**config.mk**
```make
export PLATFORM = sky130hd
export DESIGN_NAME = seven_segment_scan_with_encoder
export DESIGN_NICKNAME = d
export VERILOG_FILES = /design/src/rtl/core/sss_pkg.sv /design/src/rtl/core/sss_core.sv /design/src/rtl/core/seven_segment_scan_with_encoder.sv
export SDC_FILE = /design/constraint.sdc
export NUM_CORES = 1
export LEC_CHECK = 0
export ABC_AREA = 1
export BUFFER_PORTS_ARGS = -buffer_cell sky130_fd_sc_hd__buf_2
export CAP_MARGIN = 20
export CORE_UTILIZATION = 36
export CTS_CLUSTER_SIZE = 25
export DETAILED_ROUTE_END_ITERATION = 7
export GPL_TIMING_DRIVEN = 0
export PLACE_DENSITY_LB_ADDON = 0.05
export SYNTH_ARGS = -nofsm -noshare
export SYNTH_HDL_FRONTEND = slang
export SYNTH_SLANG_ARGS = --single-unit
export TNS_END_PERCENT = 30
```
**constraint.sdc**
```tcl
create_clock -name clk -period 2.45 [get_ports clk]
set_input_delay 0.245 -clock clk [delete_from_list [all_inputs] [get_ports clk]]
set_output_delay 0.245 -clock clk [all_outputs]
set_load 0.01 [all_outputs]
```
**src/rtl/core/sss_pkg.sv**
```systemverilog
// Shared types, codes and the segment pattern table for the display scanner.
package sss_pkg;

  localparam int unsigned NUM_DIGITS = 5;
  localparam int unsigned POS_W      = 3;
  localparam int unsigned CODE_W     = 4;
  localparam int unsigned SEG_W      = 8;
  localparam int unsigned EVT_W      = 2;
  localparam int unsigned CFG_IDX_W  = 1;
  localparam int unsigned CFG_DATA_W = 2;

  typedef enum logic [1:0] {
    OP_SCAN  = 2'd0,
    OP_BLINK = 2'd1,
    OP_WRITE = 2'd2
  } op_e_t;

  typedef enum logic [1:0] {
    BLANK_ALL   = 2'd0,
    BLANK_HIGH  = 2'd1,
    BLANK_LOW   = 2'd2,
    BLANK_MID   = 2'd3
  } blank_grp_t;

  localparam logic [CFG_IDX_W-1:0] CFG_BLINK_MODE = 1'b0;
  localparam logic [CFG_IDX_W-1:0] CFG_BLINK_EN   = 1'b1;

  localparam logic [EVT_W-1:0] EVT_NONE  = 2'd0;
  localparam logic [EVT_W-1:0] EVT_RIGHT = 2'd1;
  localparam logic [EVT_W-1:0] EVT_LEFT  = 2'd2;

  localparam logic [POS_W-1:0] LAST_POS = POS_W'(NUM_DIGITS - 1);

  typedef struct packed {
    op_e_t             op;
    logic              pin_a;
    logic              pin_b;
    logic              pin_button;
    logic [POS_W-1:0]  digit_index;
    logic [CODE_W-1:0] digit_value;
  } item_t;

  typedef struct packed {
    logic              button_pressed;
    logic [EVT_W-1:0]  encoder_event;
    logic [POS_W-1:0]  digit_select;
    logic [SEG_W-1:0]  segments;
  } res_t;

  typedef struct packed {
    logic                  we;
    logic [CFG_IDX_W-1:0]  index;
    logic [CFG_DATA_W-1:0] wdata;
  } cfg_wr_t;

  function automatic logic [SEG_W-1:0] seg_of(input logic [CODE_W-1:0] code);
    logic [SEG_W-1:0] seg;
    case (code)
      4'd0:    seg = 8'b1111_1100;
      4'd1:    seg = 8'b0110_0000;
      4'd2:    seg = 8'b1101_1010;
      4'd3:    seg = 8'b1111_0010;
      4'd4:    seg = 8'b0110_0110;
      4'd5:    seg = 8'b1011_0110;
      4'd6:    seg = 8'b1011_1110;
      4'd7:    seg = 8'b1110_0000;
      4'd8:    seg = 8'b1111_1110;
      4'd9:    seg = 8'b1111_0110;
      4'd11:   seg = 8'b1001_1110;
      4'd12:   seg = 8'b0000_0010;
      default: seg = '0;
    endcase
    return seg;
  endfunction

endpackage

```
**src/rtl/core/sss_core.sv**
```systemverilog
// Display and encoder state with the per-request decode logic.
module sss_core
  import sss_pkg::*;
(
  input  logic    clk,
  input  logic    rst_n,
  input  cfg_wr_t cfg,
  input  logic    req_go,
  input  item_t   req,
  output logic    res_vld,
  output res_t    res
);

  logic [CODE_W-1:0] digit_store_r [NUM_DIGITS];
  logic [POS_W-1:0]  scan_pos_r, scan_pos_nxt;
  logic              phase_r, phase_nxt;
  logic              prev_b_r, prev_btn_r;
  blank_grp_t        blink_mode_r;
  logic              blink_en_r;

  logic [POS_W-1:0]  pos;
  logic              phase_eff;
  logic              in_grp;
  logic [EVT_W-1:0]  evt;
  logic              press;
  logic              is_scan;

  assign is_scan   = req_go && (req.op == OP_SCAN);
  assign pos       = (scan_pos_r > LAST_POS) ? '0 : scan_pos_r;
  assign phase_eff = blink_en_r ? phase_r : 1'b1;

  always_comb begin
    unique case (blink_mode_r)
      BLANK_ALL:  in_grp = 1'b1;
      BLANK_HIGH: in_grp = (pos == 3'd3) || (pos == 3'd4);
      BLANK_LOW:  in_grp = (pos == 3'd0) || (pos == 3'd1);
      BLANK_MID:  in_grp = (pos == 3'd2);
      default:    in_grp = 1'b0;
    endcase
  end

  // Quadrature step on A low, judged against the last sampled B level
  always_comb begin
    evt = EVT_NONE;
    if (!req.pin_a && !req.pin_b && prev_b_r) begin
      evt = EVT_RIGHT;
    end else if (!req.pin_a && req.pin_b && !prev_b_r) begin
      evt = EVT_LEFT;
    end
  end

  assign press = !req.pin_button && prev_btn_r;

  assign scan_pos_nxt = (pos == LAST_POS) ? '0 : pos + POS_W'(1);

  always_comb begin
    phase_nxt = phase_r;
    if (cfg.we && (cfg.index == CFG_BLINK_EN) && !cfg.wdata[0]) begin
      phase_nxt = 1'b1;
    end
    if (req_go) begin
      case (req.op)
        OP_BLINK: phase_nxt = blink_en_r ? !phase_r : 1'b1;
        OP_SCAN:  if (evt != EVT_NONE) phase_nxt = 1'b1;
        default:  ;
      endcase
    end
  end

  always_comb begin
    res.segments       = (!in_grp || phase_eff) ? seg_of(digit_store_r[pos]) : '0;
    res.digit_select   = pos;
    res.encoder_event  = evt;
    res.button_pressed = press;
  end
  assign res_vld = is_scan;

  always_ff @(posedge clk) begin
    if (!rst_n) begin
      for (int i = 0; i < NUM_DIGITS; i++) begin
        digit_store_r[i] <= '0;
      end
      scan_pos_r   <= '0;
      phase_r      <= 1'b0;
      prev_b_r     <= 1'b1;
      prev_btn_r   <= 1'b1;
      blink_mode_r <= BLANK_MID;
      blink_en_r   <= 1'b0;
    end else begin
      phase_r <= phase_nxt;
      if (cfg.we) begin
        unique case (cfg.index)
          CFG_BLINK_MODE: blink_mode_r <= blank_grp_t'(cfg.wdata);
          CFG_BLINK_EN:   blink_en_r   <= cfg.wdata[0];
          default:        ;
        endcase
      end
      if (req_go && (req.op == OP_WRITE) && (req.digit_index <= LAST_POS)) begin
        digit_store_r[req.digit_index] <= req.digit_value;
      end
      if (is_scan) begin
        scan_pos_r <= scan_pos_nxt;
        prev_b_r   <= req.pin_b;
        prev_btn_r <= req.pin_button;
      end
    end
  end

endmodule

```
**src/rtl/core/seven_segment_scan_with_encoder.sv**
```systemverilog
// Top level: input register, decode core and result register of the display scanner.
// A scan request shows on out_tvalid in the cycle after it leaves the input register.
// Once accepted, a scan request passes the input register, then the result register.
// One request per cycle bar the hold below; blink ticks and writes give no result.
// Hold a scan request in the input register only while an unread result waits.
// Synchronous active-low reset clears the digits, scan position and blink phase,
// sets the encoder and button history high, blink_mode to 3 and blink_enable to 0.
module seven_segment_scan_with_encoder
  import sss_pkg::*;
(
  input  logic                  clk,
  input  logic                  rst_n,
  input  logic                  in_tvalid,
  output logic                  in_tready,
  // [0] pin_a, [1] pin_b, [2] pin_button, [5:3] digit_index, [9:6] digit_value
  input  logic [15:0]           in_tdata,
  // [1:0] op
  input  logic [1:0]            in_tuser,
  output logic                  out_tvalid,
  input  logic                  out_tready,
  // [7:0] segments, [10:8] digit_select, [12:11] encoder_event, [13] button_pressed
  output logic [15:0]           out_tdata,
  input  logic                  cfg_we,
  input  logic [CFG_IDX_W-1:0]  cfg_index,
  input  logic [CFG_DATA_W-1:0] cfg_wdata
);

  logic    s1_vld_r;
  item_t   s1_item_r;
  logic    s1_go;
  logic    out_vld_r;
  res_t    out_res_r;
  logic    res_vld;
  res_t    res;
  cfg_wr_t cfg;
  item_t   in_item;

  assign cfg.we    = cfg_we;
  assign cfg.index = cfg_index;
  assign cfg.wdata = cfg_wdata;

  assign in_item.op          = op_e_t'(in_tuser);
  assign in_item.pin_a       = in_tdata[0];
  assign in_item.pin_b       = in_tdata[1];
  assign in_item.pin_button  = in_tdata[2];
  assign in_item.digit_index = in_tdata[5:3];
  assign in_item.digit_value = in_tdata[9:6];

  // Only a scan request needs room in the result register
  assign s1_go     = s1_vld_r && ((s1_item_r.op != OP_SCAN) || !out_vld_r || out_tready);
  assign in_tready = !s1_vld_r || s1_go;

  always_ff @(posedge clk) begin
    if (!rst_n) begin
      s1_vld_r <= 1'b0;
    end else if (in_tready) begin
      s1_vld_r <= in_tvalid;
    end
  end

  always_ff @(posedge clk) begin
    if (in_tready && in_tvalid) begin
      s1_item_r <= in_item;
    end
  end

  sss_core u_core (
    .clk     (clk),
    .rst_n   (rst_n),
    .cfg     (cfg),
    .req_go  (s1_go),
    .req     (s1_item_r),
    .res_vld (res_vld),
    .res     (res)
  );

  always_ff @(posedge clk) begin
    if (!rst_n) begin
      out_vld_r <= 1'b0;
    end else if (res_vld) begin
      out_vld_r <= 1'b1;
    end else if (out_tready) begin
      out_vld_r <= 1'b0;
    end
  end

  always_ff @(posedge clk) begin
    if (res_vld) begin
      out_res_r <= res;
    end
  end

  assign out_tvalid = out_vld_r;
  assign out_tdata  = {2'b00, out_res_r};

endmodule

```
* Word level (Yosys, flattened, before mapping) *
Memories as Yosys holds them, arrays and structs flattened. A register that Yosys moved wholly into a read port is not among the register bits.
Cells that the tools add are included.

operators by class
  add/sub/neg operators = 1
  multiply operators = 0
  div/mod/pow operators = 0
  magnitude comparators = 2
  equality and inequality tests = 9
  shift-type cells = 0
  muxes and demuxes = 20
  bitwise logic cells = 1
  reduce and logical (&&, ||, !) cells = 37

operators with widths
  cell                                                  number
  logical AND 1 bit                                     12
  2-to-1 mux 1 bit                                      12
  logical NOT 1 bit                                     10
  2-to-1 mux 3 bit                                      3
  == test 2 bit, second input constant                  3
  == test 3 x 2 -> 1 bit, second input constant         2
  logical OR 1 bit                                      6
  nonzero test 2 bit                                    3
  == test 2 x 1 -> 1 bit, second input constant         2
  logical NOT 2 bit                                     2
  2-to-1 mux 2 bit                                      2
  2-to-1 mux 4 bit                                      1
  case mux 1 bit (4 select lines)                       1
  AND reduction 2 bit                                   2
  OR reduction 4 bit                                    1
  adder 3 x 1 -> 3 bit, second input constant           1
  == test 3 x 1 -> 1 bit, second input constant         1
  == test 3 bit, second input constant                  1
  greater-than comparator 3 bit, second input constant  1
  <= comparator 3 bit, second input constant            1
  logical NOT 3 bit                                     1
  case mux 1 bit (2 select lines)                       1
  inverter 1 bit                                        1

word-level totals
  bits in registers = 37
  latch bits = 0
  memory bits (writable) = 20
  bits in read-only memories = 112
  input port bits = 26
  output and inout port bits = 18
  memories kept = 2

memories
  name                  depth  bits a word  rd ports  clocked after memory_dff  wr ports  RTL line        source
  (no name shown)       16     7            1         1                         0         sss_pkg.sv:58   case (code)
  u_core.digit_store_r  5      4            1         0                         5         sss_core.sv:14  logic [CODE_W-1:0] digit_store_r [NUM_DIGITS];

* Logic depth before layout (Yosys ltp) *
  depth after elaboration = 11
  gate-level depth with buffers = 14
  depth with buffers taken out = 13

* Modules after synthesis *
A second synthesis with hierarchy kept.

second synthesis, totals
  cell total of the unflattened synthesis = 310
  area total of the unflattened synthesis = 3,017.9 um^2

by module, submodules not included
  module                           instances  cells each  area an instance (um^2)  seq. area each (um^2)
  sss_core                         1          267         2,115.8                  960.9
  seven_segment_scan_with_encoder  1          43          902.1                    820.8

* Worst setup path before layout *
OpenSTA, ideal clock, no wires.

  kind = flip-flop to flip-flop
  from = reg u_core.scan_pos_r[0]
  to = reg, netlist name out_tdata[4]
  library setup time = 258 ps
  arrival = 1,593 ps
  data required time = 2,192 ps
  path slack = 600 ps
  cell stages (with the launch flop) = 13
  cell sequence = dfxtp_1 -> o21ai_4 -> nand2_2 -> buf_6 -> nand2_1 -> nand2_1 -> nand3_1 -> nand2_1 -> ha_1 -> nand2_1 -> nand2_1 -> nand2_1 -> a21oi_1

between the ends
  word-level cells in the longest chain between the ends = 8

RTL lines
  element                                         RTL line                        source
  start: declaration                              sss_core.sv:15                  logic [POS_W-1:0] scan_pos_r, scan_pos_nxt;
  start signal: assignment                        sss_core.sv:102                 scan_pos_r <= scan_pos_nxt;
  greater-than comparator 3 bit                   sss_core.sv:29                  assign pos = (scan_pos_r > LAST_POS) ? '0 : scan_pos_r;
  2-to-1 mux 3 bit *                              sss_core.sv:29
  == test 3 x 1 -> 1 bit (tied with other cells)  sss_core.sv:36                  BLANK_LOW: in_grp = (pos == 3'd0) || (pos == 3'd1);
  logical OR 1 bit (on tied branches)             sss_core.sv:36, sss_core.sv:35
  case mux 1 bit (4 select lines)                 sss_core.sv:33                  unique case (blink_mode_r)
  logical NOT 1 bit                               sss_core.sv:71                  res.segments = (!in_grp || phase_eff) ? seg_of(digit_store_r[pos]) : '0;
  logical OR 1 bit                                sss_core.sv:71
  logical NOT 1 bit (no source line)              --

Every way passes the cells marked *; elsewhere a longest branch is shown, timed or not.
A chain may end at the register's enable or synchronous reset.

==> flow_summary.toml <==
[hold_path]
hold_path_depth = 1
worstHoldStart = "in_tdata[5]"
hold_class = "in2reg"
worstHoldEndpoint = "s1_item_r[6]"

[timing]
period_needed_ns = 2.12
finalClockSkew_ns = 0.00649
setup_tns_ns = 0
hold_viol_final = 0
maxSlewViolCount = 0
rsz0062_at_grt = "no"
tightest_slew_ns = 0.564
relSlewSlack_pct = 62.4
period_share_pct = 86.4
setup_viol = 0
max_freq_mhz = 472

[clocking]
clkLatencyLatePin_ns = 0.33
root_buffer = "clkbuf_8"
cts_hold_buf = 0
cts_max_level = 3
cts_tree = "built"
cts_setup_buffers = 0
clk_path_buf_depth = 2
path_clk_slew_ns = 0.06
cts_buffers = 9
clock_sinks = 58
cts_resized = 0

[floorplanning]
fp.dieW_um = 89.5
core.rowCount = 31
core_area_mm2 = 0.00733
dieArea_mm2 = 0.00802
die_y_um = 89.5
start_util_pct = 37.6
num_io_pins = 44

[global_routing]
grt_first_pass_wirelength_um = 8360
antenna_found_initial = 0
grt_max_degree = 16
grt_overflow_total = 0
grt_pass1_vias = 1839
grtUsageTotal_pct = 14.6

[pwr]
p_leak_nw = 1.45
p_total_w = 0.00216
vdd_drop_max_v = 0.000350
p_per_area_mw_per_mm2 = 665

[yosys]
yosys_register_bits = 58
syn_area_per_cell_um2 = 9.78
synthesis.area_mm2 = 0.00276
synthDistinctLibCells = 28
yosysSeqAreaShare_pct = 59.1
synth_cells = 282
yosysWarningCount = 0

[placed_design]
placed_area_mm2 = 0.00306
io_buffers = 33
place_hpwl_um = 3790
gp_congestion = 0.781

[drt]
via_per_inst = 4.50
routedWlPerCell_um = 11.6
antenna_left = 0
routed_wl_um = 5050
vias = 1954
first_iter_violations = 77
drcViolationCount = 0
drtPass1Iterations = 4

[final_layout]
num_antenna_cells = 0
final_cell_mix = "nand2_1, edfxtp_1, inv_1, buf_2, nor2_1"
stdcell_area_mm2 = 0.00324
nFillCells = 745
layout-drive-gt1-share_pct = 19.1
area_delta_synth_final_pct = 17.5
final_nets = 364
final_common_cell = "nand2_1"

[worst_setup_path]
r2r.worst_path.cells = 12
timing.rr.start = "u_core.scan_pos_r[0]"
endpoint_kind = "register"
critPathMaxFanout = 11
ff2ff_setup_slack_ns = 0.33
r2r_end = "out_tdata[3]"
cp_data_required_time_ns = 2.53
cp-start-kind = "register"
arrival_ns = 2.20
critical_path_class = "reg2reg"

[job]
drv_cap = 0

[status]
status = "finished, final reports clean"
==> synthesized netlist by cell type <==
cell | number | area [um2]
a211oi_1 | 6 | 45.0
a21oi_1 | 13 | 65.1
a221oi_1 | 1 | 8.76
a31oi_1 | 1 | 6.26
buf_2 | 2 | 10.0
buf_4 | 5 | 37.5
buf_6 | 1 | 11.3
clkinv_1 | 2 | 7.51
conb_1 | 1 | 3.75
dfxtp_1 | 11 | 220
edfxtp_1 | 47 | 1410
ha_1 | 8 | 100
inv_1 | 36 | 135
inv_2 | 3 | 11.3
nand2_1 | 57 | 214
nand2_2 | 4 | 25.0
nand3_1 | 24 | 120
nand3_4 | 1 | 17.5
nand3b_1 | 2 | 15.0
nand4_1 | 11 | 68.8
nor2_1 | 32 | 120
nor3_1 | 5 | 25.0
o2111ai_1 | 1 | 8.76
o211ai_1 | 2 | 15.0
o21ai_0 | 1 | 5.00
o21ai_1 | 2 | 10.0
o21ai_2 | 1 | 8.76
o21ai_4 | 2 | 32.5
==> worst max-delay path, stage by stage, from the launching register on <==
cell and delay, ns:
dfxtp_1 0.37, o21ai_4 0.26, nand2_2 0.12, buf_6 0.16, inv_1 0.08, ha_1 0.16, inv_1 0.04, nor2_1 0.14
nor3_1 0.06, o21ai_1 0.13, nand3b_1 0.15, inv_2 0.13, a21oi_1 0.06
==> worst max-delay path by stage <==
| stage | cells after the start | to | slack, ns | startpoint |
|---|---|---|---|---|
| after floorplan | 12 | out_tdata[4] | 0.60 | u_core.scan_pos_r[0] |
| after global placement | 12 | out_tdata[3] | 0.29 | u_core.scan_pos_r[0] |
| after detailed placement | 12 | out_tdata[4] | 0.31 | u_core.scan_pos_r[0] |
| after CTS | 11 | out_tdata[4] | 0.31 | u_core.scan_pos_r[1] |
| after global routing | 13 | out_tdata[3] | 0.10 | u_core.scan_pos_r[0] |
| final | 12 | out_tdata[3] | 0.33 | u_core.scan_pos_r[0] |
==> final cells by class <==
class                           instances  area (um2)  area share [%]
Timing Repair Buffer                   33         165            5.09
Tap cell                               99         124            3.82
Clock buffer                           13         139            4.28
Multi-Input combinational cell        179         930            28.7
Clock inverter                          3        40.0            1.24
Inverter                               41         154            4.75
Sequential cell                        58        1630            50.3
Buffer                                  8        58.8            1.81
==> sequential cells by signal (all words and copies together) (netlist names) <==
signal                flops
u_core.blink_en_r         1
s1_vld_r                  1
u_core.prev_btn_r         1
s1_item_r                12
u_core.digit_store_r     22
out_tdata                13
u_core.blink_mode_r       2
u_core.phase_r            1
out_tvalid                1
u_core.scan_pos_r         3
u_core.prev_b_r           1
==> per-layer routing <==
layer / share of wire [%] / vias up / track usage, % / wire length [um]
met3: 3.7 / 7 / 4.16 / 187
met1: 48 / 867 / 17.1 / 2430
met2: 47 / 35 / 24.2 / 2360
li1: - / 1045 / - / -
met5: 0 / - / 0 / 0
met4: 1.4 / 0 / 7.50 / 71
==> power breakdown <==
part           switching [W]  total [W]  leakage (nW)  internal [W]
combinational       0.000136   0.000212         0.813     0.0000760
clock               0.000345   0.000813        0.0914      0.000468
sequential         0.0000184    0.00113         0.550       0.00111
total               0.000500    0.00216          1.45       0.00166
==> cell families (layout without fill, tap and decap cells) <==
group / Yosys count / count (layout) / share of synthesized area (%)
other: 1 / 5 / 0.136
flip-flops: 58 / 58 / 59.1
adder cells (fa/ha/maj): 8 / 8 / 3.63
AO/OA/AOI/OAI: 30 / 30 / 7.44
AND/OR/NAND/NOR: 136 / 136 / 22.0
buffers and inverters: 49 / 98 / 7.71
==> stage by stage <==
step | setup slack [ns] | utilization [%] | cells | hold WS (ns)
finish | 0.333 | 44.2 | 434 | 0.0852
global route | 0.102 | 44.2 | 434 | 0.0642
CTS | 0.309 | 44.2 | 434 | 0.0680
detailed placement | 0.314 | 41.8 | 418 | 0.423
global placement | 0.286 | 41.8 | 418 | 0.421
floorplan | 0.600 | - | 286 | 0.344
Note: power is estimated with default switching activity, not from simulation.
